[src/hdl/prtw_pkg.sv]
// ----------------------------------------------------------------------------
// prtw_pkg: shared types and codes for the priority / timed wait scheduler
// holds the input and result word structs and the operation codes
// ----------------------------------------------------------------------------
package prtw_pkg;

  localparam logic [1:0] OP_ADD  = 2'd0;
  localparam logic [1:0] OP_GET  = 2'd1;
  localparam logic [1:0] OP_TICK = 2'd2;

  typedef struct packed {
    logic [1:0]  operation;
    logic [7:0]  thread_id;
    logic [1:0]  priority_req;
    logic [15:0] sleep_time;
  } in_word_t;

  typedef struct packed {
    logic       found;
    logic [7:0] next_thread;
    logic [1:0] next_priority;
    logic       dropped;
  } out_word_t;

  // one waiter as it sits in a cell of the sorted wait chain
  typedef struct packed {
    logic [31:0] wake;
    logic [7:0]  id;
    logic [1:0]  prio;
  } waiter_t;

  // command broadcast to every wait cell
  typedef struct packed {
    logic    ins;    // insert new waiter
    logic    pop;    // remove head, shift toward head
    waiter_t item;
  } wait_cmd_t;

endpackage

[src/hdl/priority_ready_and_timed_wait_scheduler_top.sv]
// ----------------------------------------------------------------------------
// priority_ready_and_timed_wait_scheduler_top: thread scheduler
// strict priority ready queues plus a wait chain sorted by wake time
// ----------------------------------------------------------------------------
//  channel  direction  word        handshake
//  in       input      in_word_t   in_valid / in_stall
//  out      output     out_word_t  out_valid / out_stall
//
// add, tick and the unused code pass from accept through the exec and done
// states to the result; get-next passes through exec, the promotion loop
// (one pop of the wait chain head per cycle into the ready queues), pick
// and done, repeating promotion and pick once when time jumps to the earliest wake.
// one word at a time; the next word is taken once the result register
// is empty. reset clears the queues, counts and time.
// ----------------------------------------------------------------------------
module priority_ready_and_timed_wait_scheduler_top #(
  parameter int NUM_PRIO    = 4,
  parameter int READY_DEPTH = 16,
  parameter int WAIT_DEPTH  = 16
) (
  input  logic               clk,
  input  logic               rst,
  input  logic               in_valid,
  output logic               in_stall,
  input  prtw_pkg::in_word_t in_word,
  output logic               out_valid,
  input  logic               out_stall,
  output prtw_pkg::out_word_t out_word
);

  localparam int PW = (NUM_PRIO > 1) ? $clog2(NUM_PRIO) : 1;

  localparam logic [2:0] S_IDLE  = 3'd0;
  localparam logic [2:0] S_EXEC  = 3'd1;  // add or tick; get moves on to promote
  localparam logic [2:0] S_PROM  = 3'd2;  // promote due waiters
  localparam logic [2:0] S_PICK  = 3'd3;  // dequeue or jump time
  localparam logic [2:0] S_DONE  = 3'd4;  // result goes to the output register

  logic [2:0]         state;
  prtw_pkg::in_word_t cur;
  logic [31:0]        now_ms;
  logic               pass;   // second try after time jump
  logic               drop;
  logic               found;
  logic [7:0]         nid;
  logic [PW-1:0]      nprio;

  // saturate the requested level
  logic [PW-1:0] req_prio;
  always_comb begin
    if (32'(cur.priority_req) >= 32'(NUM_PRIO)) begin
      req_prio = PW'(NUM_PRIO - 1);
    end else begin
      req_prio = PW'(cur.priority_req);
    end
  end

  // wait chain
  prtw_pkg::wait_cmd_t wcmd;
  logic                w_hv;
  prtw_pkg::waiter_t   w_head;
  logic                w_full;
  logic                due;

  assign due = w_hv && (w_head.wake <= now_ms);

  // ready queues
  logic          f_push;
  logic [PW-1:0] f_pprio;
  logic [7:0]    f_pid;
  logic          f_full;
  logic          f_pop;
  logic          f_any;
  logic [PW-1:0] f_best;
  logic [7:0]    f_bid;

  logic add_wait;
  assign add_wait = (cur.operation == prtw_pkg::OP_ADD) && (cur.sleep_time != '0);

  always_comb begin
    wcmd      = '0;
    wcmd.item = '{wake: now_ms + 32'(cur.sleep_time), id: cur.thread_id,
                  prio: 2'(req_prio)};
    f_push  = 1'b0;
    f_pprio = req_prio;
    f_pid   = cur.thread_id;
    f_pop   = 1'b0;
    unique case (state)
      S_EXEC: begin
        if (add_wait) begin
          wcmd.ins = !w_full;
        end else if (cur.operation == prtw_pkg::OP_ADD) begin
          f_push = 1'b1;
        end
      end
      S_PROM: begin
        if (due) begin
          wcmd.pop = 1'b1;
          f_push   = 1'b1;
          f_pprio  = PW'(w_head.prio);
          f_pid    = w_head.id;
        end
      end
      S_PICK: f_pop = 1'b1;
      default: ;
    endcase
  end

  prtw_wait_chain #(.WAIT_DEPTH(WAIT_DEPTH)) u_wait (
    .clk(clk), .rst(rst), .cmd(wcmd),
    .head_valid(w_hv), .head(w_head), .full(w_full)
  );

  // the last promotion cycle pushes nothing, so the registered head read
  // is settled when the pick state uses it
  prtw_ready_fifos #(.NUM_PRIO(NUM_PRIO), .READY_DEPTH(READY_DEPTH)) u_ready (
    .clk(clk), .rst(rst),
    .push(f_push), .push_prio(f_pprio), .push_id(f_pid), .push_full(f_full),
    .pop(f_pop), .any(f_any), .best(f_best), .best_id(f_bid)
  );

  // accept only when idle and the result slot is free
  assign in_stall = (state != S_IDLE) || out_valid;

  always_ff @(posedge clk) begin
    if (in_valid && !in_stall) begin
      cur <= in_word;
    end
  end

  always_ff @(posedge clk) begin
    if (rst) begin
      state     <= S_IDLE;
      now_ms    <= '0;
      out_valid <= 1'b0;
      pass      <= 1'b0;
      drop      <= 1'b0;
      found     <= 1'b0;
      nid       <= '0;
      nprio     <= '0;
    end else begin
      if (out_valid && !out_stall) begin
        out_valid <= 1'b0;
      end
      unique case (state)
        S_IDLE: begin
          if (in_valid && !in_stall) begin
            state <= S_EXEC;
            pass  <= 1'b0;
            drop  <= 1'b0;
            found <= 1'b0;
            nid   <= '0;
            nprio <= '0;
          end
        end
        S_EXEC: begin
          if (cur.operation == prtw_pkg::OP_GET) begin
            state <= S_PROM;
          end else begin
            if (cur.operation == prtw_pkg::OP_ADD) begin
              drop <= add_wait ? w_full : f_full;
            end
            if (cur.operation == prtw_pkg::OP_TICK) begin
              now_ms <= now_ms + 32'd1;
            end
            state <= S_DONE;
          end
        end
        S_PROM: begin
          if (due) begin
            if (f_full) begin
              drop <= 1'b1;
            end
          end else begin
            state <= S_PICK;
          end
        end
        S_PICK: begin
          if (f_any) begin
            found <= 1'b1;
            nid   <= f_bid;
            nprio <= f_best;
            state <= S_DONE;
          end else if (w_hv && !pass) begin
            now_ms <= w_head.wake;
            pass   <= 1'b1;
            state  <= S_PROM;
          end else begin
            state <= S_DONE;
          end
        end
        S_DONE: begin
          out_valid <= 1'b1;
          state     <= S_IDLE;
        end
        default: state <= S_IDLE;
      endcase
    end
  end

  assign out_word = '{found: found, next_thread: nid,
                      next_priority: 2'(nprio), dropped: drop};

endmodule

[src/hdl/prtw_wait_cell.sv]
// ----------------------------------------------------------------------------
// prtw_wait_cell: one slot of the sorted wait chain
// holds one waiter; on insert it keeps, takes the new item or takes its left
// neighbor, on pop it takes its right neighbor
// ----------------------------------------------------------------------------
module prtw_wait_cell (
  input  logic                clk,
  input  logic                rst,
  input  prtw_pkg::wait_cmd_t cmd,
  input  logic                left_valid,
  input  logic                left_goes,   // left neighbor is pushed past
  input  prtw_pkg::waiter_t   left_item,
  input  logic                right_valid,
  input  prtw_pkg::waiter_t   right_item,
  output logic                valid,
  output logic                goes,        // this slot's item shifts right
  output prtw_pkg::waiter_t   item
);

  logic beyond;  // new item belongs at or before this slot

  // equal wake times keep arrival order: new item goes after them
  assign beyond = !valid || (item.wake > cmd.item.wake);
  assign goes   = cmd.ins && valid && beyond;

  // only the first empty slot or a shifted slot becomes valid on insert
  always_ff @(posedge clk) begin
    if (rst) begin
      valid <= 1'b0;
    end else if (cmd.pop) begin
      valid <= right_valid;
    end else if (cmd.ins && beyond && left_valid) begin
      valid <= 1'b1;
    end
  end

  always_ff @(posedge clk) begin
    if (cmd.pop) begin
      item <= right_item;
    end else if (cmd.ins && beyond) begin
      if (left_goes) begin
        item <= left_item;
      end else if (left_valid) begin
        item <= cmd.item;
      end
    end
  end

endmodule

[src/hdl/prtw_wait_chain.sv]
// ----------------------------------------------------------------------------
// prtw_wait_chain: row of wait cells, head at index 0
// ----------------------------------------------------------------------------
module prtw_wait_chain #(
  parameter int WAIT_DEPTH = 16
) (
  input  logic                clk,
  input  logic                rst,
  input  prtw_pkg::wait_cmd_t cmd,
  output logic                head_valid,
  output prtw_pkg::waiter_t   head,
  output logic                full
);

  logic              v [WAIT_DEPTH+1];
  logic              g [WAIT_DEPTH+1];
  prtw_pkg::waiter_t it [WAIT_DEPTH+1];

  assign v[WAIT_DEPTH]  = 1'b0;
  assign g[WAIT_DEPTH]  = 1'b0;
  assign it[WAIT_DEPTH] = '0;

  for (genvar i = 0; i < WAIT_DEPTH; i++) begin : g_cell
    logic              lv;
    logic              lg;
    prtw_pkg::waiter_t li;
    if (i == 0) begin : g_first
      assign lv = 1'b1;
      assign lg = 1'b0;
      assign li = '0;
    end else begin : g_rest
      assign lv = v[i-1];
      assign lg = g[i-1];
      assign li = it[i-1];
    end
    prtw_wait_cell u_cell (
      .clk(clk), .rst(rst), .cmd(cmd),
      .left_valid(lv), .left_goes(lg), .left_item(li),
      .right_valid(v[i+1]), .right_item(it[i+1]),
      .valid(v[i]), .goes(g[i]), .item(it[i])
    );
  end

  assign head_valid = v[0];
  assign head       = it[0];
  assign full       = v[WAIT_DEPTH-1];

endmodule

[src/hdl/prtw_ready_fifos.sv]
// ----------------------------------------------------------------------------
// prtw_ready_fifos: one circular ready queue per priority level
// single memory, one push and one pop port; pop picks lowest level
// best_id is a registered read of the current best head, so it is valid
// in the cycle after the queues last changed
// ----------------------------------------------------------------------------
module prtw_ready_fifos #(
  parameter int NUM_PRIO    = 4,
  parameter int READY_DEPTH = 16
) (
  input  logic                        clk,
  input  logic                        rst,
  input  logic                        push,
  input  logic [$clog2(NUM_PRIO)-1:0] push_prio,
  input  logic [7:0]                  push_id,
  output logic                        push_full,
  input  logic                        pop,
  output logic                        any,
  output logic [$clog2(NUM_PRIO)-1:0] best,
  output logic [7:0]                  best_id
);

  localparam int PW = (NUM_PRIO > 1) ? $clog2(NUM_PRIO) : 1;
  localparam int AW = $clog2(READY_DEPTH);
  localparam int CW = $clog2(READY_DEPTH + 1);
  localparam int MW = $clog2(NUM_PRIO * READY_DEPTH);

  logic [7:0]    mem [NUM_PRIO*READY_DEPTH];
  logic [CW-1:0] count [NUM_PRIO];
  logic [AW-1:0] head  [NUM_PRIO];
  logic [AW-1:0] tail;
  logic [AW:0]   tsum;
  logic [AW-1:0] hnext;
  logic [MW-1:0] waddr;
  logic [MW-1:0] raddr;

  always_comb begin
    any  = 1'b0;
    best = '0;
    for (int p = NUM_PRIO - 1; p >= 0; p--) begin
      if (count[p] != '0) begin
        any  = 1'b1;
        best = p[PW-1:0];
      end
    end
  end

  assign push_full = (count[push_prio] == CW'(READY_DEPTH));
  assign tsum      = {1'b0, head[push_prio]} + count[push_prio][AW:0];
  assign tail      = (tsum >= (AW+1)'(READY_DEPTH)) ?
                     AW'(tsum - (AW+1)'(READY_DEPTH)) : tsum[AW-1:0];
  assign hnext     = (head[best] == AW'(READY_DEPTH - 1)) ? '0 : head[best] + 1'b1;
  assign waddr     = MW'(push_prio * READY_DEPTH) + MW'(tail);
  assign raddr     = MW'(best * READY_DEPTH) + MW'(head[best]);

  always_ff @(posedge clk) begin
    if (push && !push_full) begin
      mem[waddr] <= push_id;
    end
    best_id <= mem[raddr];
  end

  always_ff @(posedge clk) begin
    if (rst) begin
      for (int p = 0; p < NUM_PRIO; p++) begin
        count[p] <= '0;
        head[p]  <= '0;
      end
    end else begin
      for (int p = 0; p < NUM_PRIO; p++) begin
        logic inc;
        logic dec;
        inc = push && !push_full && (push_prio == p[PW-1:0]);
        dec = pop && any && (best == p[PW-1:0]);
        if (dec) begin
          head[p] <= hnext;
        end
        if (inc && !dec) begin
          count[p] <= count[p] + 1'b1;
        end else if (dec && !inc) begin
          count[p] <= count[p] - 1'b1;
        end
      end
    end
  end

endmodule
[config.mk]
export PLATFORM = sky130hd
export DESIGN_NAME = priority_ready_and_timed_wait_scheduler_top
export DESIGN_NICKNAME = d
export VERILOG_FILES = /design/src/hdl/prtw_pkg.sv /design/src/hdl/priority_ready_and_timed_wait_scheduler_top.sv /design/src/hdl/prtw_wait_cell.sv /design/src/hdl/prtw_wait_chain.sv /design/src/hdl/prtw_ready_fifos.sv
export SDC_FILE = /design/constraint.sdc
export NUM_CORES = 2
export LEC_CHECK = 0
export ABC_AREA = 0
export BUFFER_PORTS_ARGS = -buffer_cell sky130_fd_sc_hd__buf_2
export CAP_MARGIN = 0
export CORE_ASPECT_RATIO = 0.5
export CORE_UTILIZATION = 60
export DETAILED_ROUTE_END_ITERATION = 7
export HOLD_SLACK_MARGIN = 0.06
export PLACE_DENSITY = 0.86
export SLEW_MARGIN = 0
export SYNTH_ARGS = -nofsm -noshare
export SYNTH_HDL_FRONTEND = slang
export SYNTH_HIERARCHICAL = 1
export SYNTH_SLANG_ARGS = --single-unit
[constraint.sdc]
create_clock -name clk -period 9.1 [get_ports clk]
set_clock_uncertainty 0.15 [all_clocks]
set_input_delay 1.365 -clock clk [delete_from_list [all_inputs] [get_ports clk]]
set_output_delay 1.365 -clock clk [all_outputs]
set_load 0.005 [all_outputs]
# Word-level counts from Yosys, hierarchy flattened

Memory sizes are Yosys's and may differ from the RTL's. A register that Yosys moved wholly into a read port is not among the register bits.
Index checks and enable logic that the tools add are counted.

Register bits after elaboration: 765
Bits in latches: 0
Memory bits (writable): 548
Memory bits (read-only): 0
Input bits: 32
Output and inout port bits: 14
Memories kept: 3

Memory list:

| name          | depth | bits a word | rd ports | clocked after Yosys merged registers in | wr ports | line                   | text |
|---|---|---|---|---|---|---|---|
| u_ready.mem   | 64    | 8           | 1        | 1                                       | 1        | prtw_ready_fifos.sv:28 | `logic [7:0] mem [NUM_PRIO*READY_DEPTH];` |
| u_ready.count | 4     | 5           | 5        | 0                                       | 4        | prtw_ready_fifos.sv:29 | `logic [CW-1:0] count [NUM_PRIO];` |
| u_ready.head  | 4     | 4           | 2        | 0                                       | 4        | prtw_ready_fifos.sv:30 | `logic [AW-1:0] head [NUM_PRIO];` |

$add $sub $neg: 15
Multiply operators: 0
Div/mod/pow operators: 0
Order comparisons: 18
Equality and inequality tests: 24
Shift operators: 0
Mux-type cells: 199
Bitwise logic cells: 12
Reductions and logical operators: 208

Operators with widths:

| cell                                              | count |
|---|---|
| 2-to-1 mux 42 bit                                 | 60 |
| greater-than comparator 32 bit                    | 16 |
| 2-to-1 mux 32 bit                                 | 4 |
| 2-to-1 mux 1 bit                                  | 96 |
| logical AND 1 bit                                 | 84 |
| nonzero test 2 bit                                | 33 |
| one-hot mux 32 bit (2 select lines)               | 1 |
| nonzero test 3 bit                                | 16 |
| 2-to-1 mux 5 bit                                  | 8 |
| adder 32 x 1 -> 32 bit (second input constant)    | 1 |
| adder 32 x 16 -> 32 bit                           | 1 |
| <= comparator 32 bit                              | 1 |
| 2-to-1 mux 8 bit                                  | 4 |
| AND reduction 2 bit                               | 16 |
| zero test 1 bit                                   | 28 |
| 2-to-1 mux 4 bit                                  | 6 |
| adder 5 x 1 -> 5 bit (second input constant)      | 4 |
| nonzero test 5 bit                                | 4 |
| subtractor 5 x 1 -> 5 bit (second input constant) | 4 |
| != test 2 bit (second input constant)             | 9 |
| logical OR 1 bit                                  | 17 |
| 2-to-1 mux 2 bit                                  | 8 |
| one-hot mux 8 bit (2 select lines)                | 1 |
| nonzero test 16 bit                               | 1 |
| 26 further kinds                                  | 53 |

# Longest topological paths before layout

An unclocked memory read counts as a cell.

Depth in word-level cells: 16
Mapped depth: 25
Mapped depth without buffers: 22

# Modules after synthesis

Netlist, hierarchy kept.

Modules (own cells, without submodules):

| module                                       | times used | cells an instance | area an instance (µm²) | seq. area each (µm²) |
|---|---|---|---|---|
| prtw_wait_cell (u_wait.g_cell[0].u_cell ...) | 12         | 308               | 3021.6                 | 1281.2 |
| prtw_ready_fifos                             | 1          | 1718              | 23043.4                | 16615.9 |
| prtw_wait_cell (u_wait.g_cell[7].u_cell ...) | 3          | 307               | 3004.1                 | 1281.2 |
| priority_ready_and_timed_wait_scheduler_top  | 1          | 648               | 5555.3                 | 1821.7 |
| prtw_wait_cell (u_wait.g_cell[6].u_cell)     | 1          | 308               | 3045.4                 | 1281.2 |
| prtw_wait_chain                              | 1          | 2                 | 7.5                    | 0.0 |

# Least setup slack after synthesis

Ideal clock, no wire load.

Path type: register -> register
Start point: register cur[1] (netlist name)
End point: register u_wait/g_cell[8].u_cell/item[0] (netlist name) (enable)
Data arrival time: 6838 ps
Data required time: 8484 ps
Setup slack: 1647 ps
Stages on the path, launching flop included: 19
Path buffers: 1
Clock period less this slack: 7453 ps
Cell sequence: edfxtp_1 ha_1 a21oi_1 nand4b_1 a21boi_1 a21oi_1 o31ai_4 nand4_1 xnor2_1 inv_1 ha_1 nand4_1 nor4_2 o311ai_1 a31oi_1 buf_2 o21a_1 nor2_1 a41oi_1

RTL lines:

| what                     | line                                               | text |
|---|---|---|
| start: declaration       | priority_ready_and_timed_wait_scheduler_top.sv:40  | `prtw_pkg::in_word_t cur;` |
| start signal: assignment | priority_ready_and_timed_wait_scheduler_top.sv:127 | `cur <= in_word;` |
| end signal: assignment   | prtw_wait_cell.sv:39                               | `item <= right_item;` |
| end signal: assignment   | prtw_wait_cell.sv:42                               | `item <= left_item;` |
| end signal: assignment   | prtw_wait_cell.sv:44                               | `item <= cmd.item;` |
| end: declaration         | prtw_wait_cell.sv:17                               | `output prtw_pkg::waiter_t item` |

==> results.py <==
metrics = {
    "floorplanning": {
        "die_y_um": 255,
        "start_util": 0.608,
        "die_w_um": 508,
        "row_count": 92,
        "die_area_um2": 130000,
        "core_area_um2": 127000,
        "num_io_pins": 46,
    },
    "sta": {
        "setup_viol": 0,
        "worstMarginPinSlew_ps": 1140,
        "setup_tns_ps": 0,
        "rsz0062_at_grt": "false",
        "finalHoldViolCount": 0,
        "slew_viol_final": 0,
        "layout_min_cycle_time_ps": 7330,
        "post-route-period-util": 0.806,
        "slew_headroom": 0.240,
        "timing.fmax_mhz": 136,
    },
    "placed_design": {
        "dp_cells": 8860,
        "gp_congestion": 0.921,
        "dpl.hpwl_um": 135000,
        "io_buffers": 45,
        "dpl-instance-area_um2": 79300,
    },
    "route": {
        "vias": 58800,
        "viasPerCell": 6.48,
        "drc": 9,
        "ant_nets": 0,
        "routed_wl_um": 202000,
        "firstDrtPassIters": 8,
        "drt_iter0_drc": 7964,
        "wl_per_cell_um": 22.3,
    },
    "cells_and_area": {
        "multi_input_area_um2": 35000,
        "nets": 7900,
        "ff_latch_area_um2": 38900,
        "diodes": 0,
        "fill_cells": 8859,
        "final_util": 0.658,
        "fin_area_um2": 83300,
        "drive_gt1_frac": 0.0716,
        "area_delta_synth_final_pct": 8.30,
        "stdcell_count": 9076,
    },
    "setup_path": {
        "crit_path_start_kind": "register",
        "required_ps": 9380,
        "endpoint_kind": "register",
        "arrival_ps": 7610,
        "crit_type": "reg -> reg",
        "cp_max_fo": 43,
    },
    "cts": {
        "clock_latency_ps": 790,
        "clk_path_buf_depth": 3,
        "numCtsBuffers": 116,
        "cts.clk_slew.worst_paths_ps": 70,
        "cts-htree-levels": 3,
        "cts-root-buf": "clkbuf_16",
        "numClockSinks": 1321,
        "cts-hold-fix-buffers": 0,
        "post_cts_buffers": 0,
        "cts_tree": "built",
        "cts-resized-gates": 0,
    },
    "logic_synthesis": {
        "syn_area_per_cell_um2": 10.5,
        "ys_warn_count": 6,
        "synthCells": 7291,
        "netlist_area_um2": 76900,
    },
    "global_route": {
        "grt_pass1_vias": 56200,
        "grt_pass1_wl_um": 314000,
        "grt.overflow.total": 0,
        "gr-usage-all-layers": 0.307,
        "antenna_found_initial": 4,
        "grt_max_degree": 253,
    },
    "min_path": {
        "hp-class": "reg -> reg",
    },
    "outcome": {
        "violations": "DRC",
        "status": "finished, violations left",
    },
    "power": {
        "irDropWorstVdd_mv": 0.215,
        "p_leak_nw": 27.8,
        "power_density_nw_per_um2": 155,
    },
    "flow_run": {
        "drv_cap": 0,
    },
}
==> state kept, by name, summed over array words and instances (netlist names), 3 cells and up <==
signal	cells
nid	8
u_ready/mem	512
u_ready/head	16
u_wait/g_cell.u_cell/item	672
u_ready/count	20
cur	26
now_ms	32
state	3
u_ready/best_id	8
u_wait/g_cell.u_cell/valid	16
==> layer usage <==
layer,global-route usage,routed length (um),share of wire,vias to the layer above
li1,-,-,-,26500
met3,0.0648,23500,0.12,498
met2,0.493,93000,0.46,3364
met4,0.102,6420,0.032,8
met5,0,50,0.00025,-
met1,0.416,79000,0.39,28500
==> final cells by class <==
class                      count  share of cell area
sequential                  1321               0.467
multi-input combinational   5111               0.421
clock buffer                 149              0.0378
inverter                     584              0.0264
tap                         1692              0.0254
timing repair buffer         152              0.0126
clock inverter                67             0.00963
==> path summary, 6_finish.rpt <==
| path | startpoint | endpoint | slack [ps] | cells after the start |
|---|---|---|---|---|
| worst max-delay path | now_ms[0] | u_wait/g_cell[10].u_cell/item[35] | 1770 | 23 |
| worst min-delay path | u_ready/best_id[6] | nid[6] | 340 | 2 |
| worst max register to register | now_ms[0] | u_wait/g_cell[10].u_cell/item[35] | 1770 | 23 |
| worst min register to register | u_ready/best_id[6] | nid[6] | 340 | 2 |
==> worst max-delay path: stages (launching register included) <==
cell	delay, ps
dfxtp_1	480
ha_1	230
inv_1	60
fa_1	420
nor2b_1	120
o21ai_0	100
a21oi_1	280
o21a_1	220
o21ai_1	300
nor4_1	510
xnor2_2	300
buf_4	350
inv_1	80
ha_1	300
and4_1	220
nand2_1	120
nor2_1	170
o311ai_1	250
a31oi_4	240
buf_4	620
o21a_1	230
nor2_1	60
a41oi_4	640
buf_4	470
==> where the power goes <==
part	internal, W	switching [W]
Clock	0.00286	0.00239
Sequential	0.00668	0.0000439
Combinational	0.000287	0.000620
Total	0.00982	0.00305
==> cells in the final DEF, fill, tap and decap left out, drive strengths merged, types with 56 or more instances in the layout <==
cell type and instances:
nand2 1285, edfxtp 1248, o21ai 777, mux2i 719, inv 587, ha 577
a21oi 367, nor2 238, nand3 193, nand4 192, buf 152, clkbuf 149
conb 88, dfxtp 73, a31oi 61, nor4 56
==> metrics by stage <==
step / power, W / hold WS, ps / worst slack (ps)
after floorplan: 0.00744 / 296 / 1650
final: 0.0129 / 342 / 1770
after CTS: 0.0129 / 338 / 1870
after detailed placement: 0.00772 / 326 / 1940
after global routing: 0.0132 / 363 / 1280
after global placement: 0.00767 / 313 / 2120
Power figures use the tool's default switching activity.
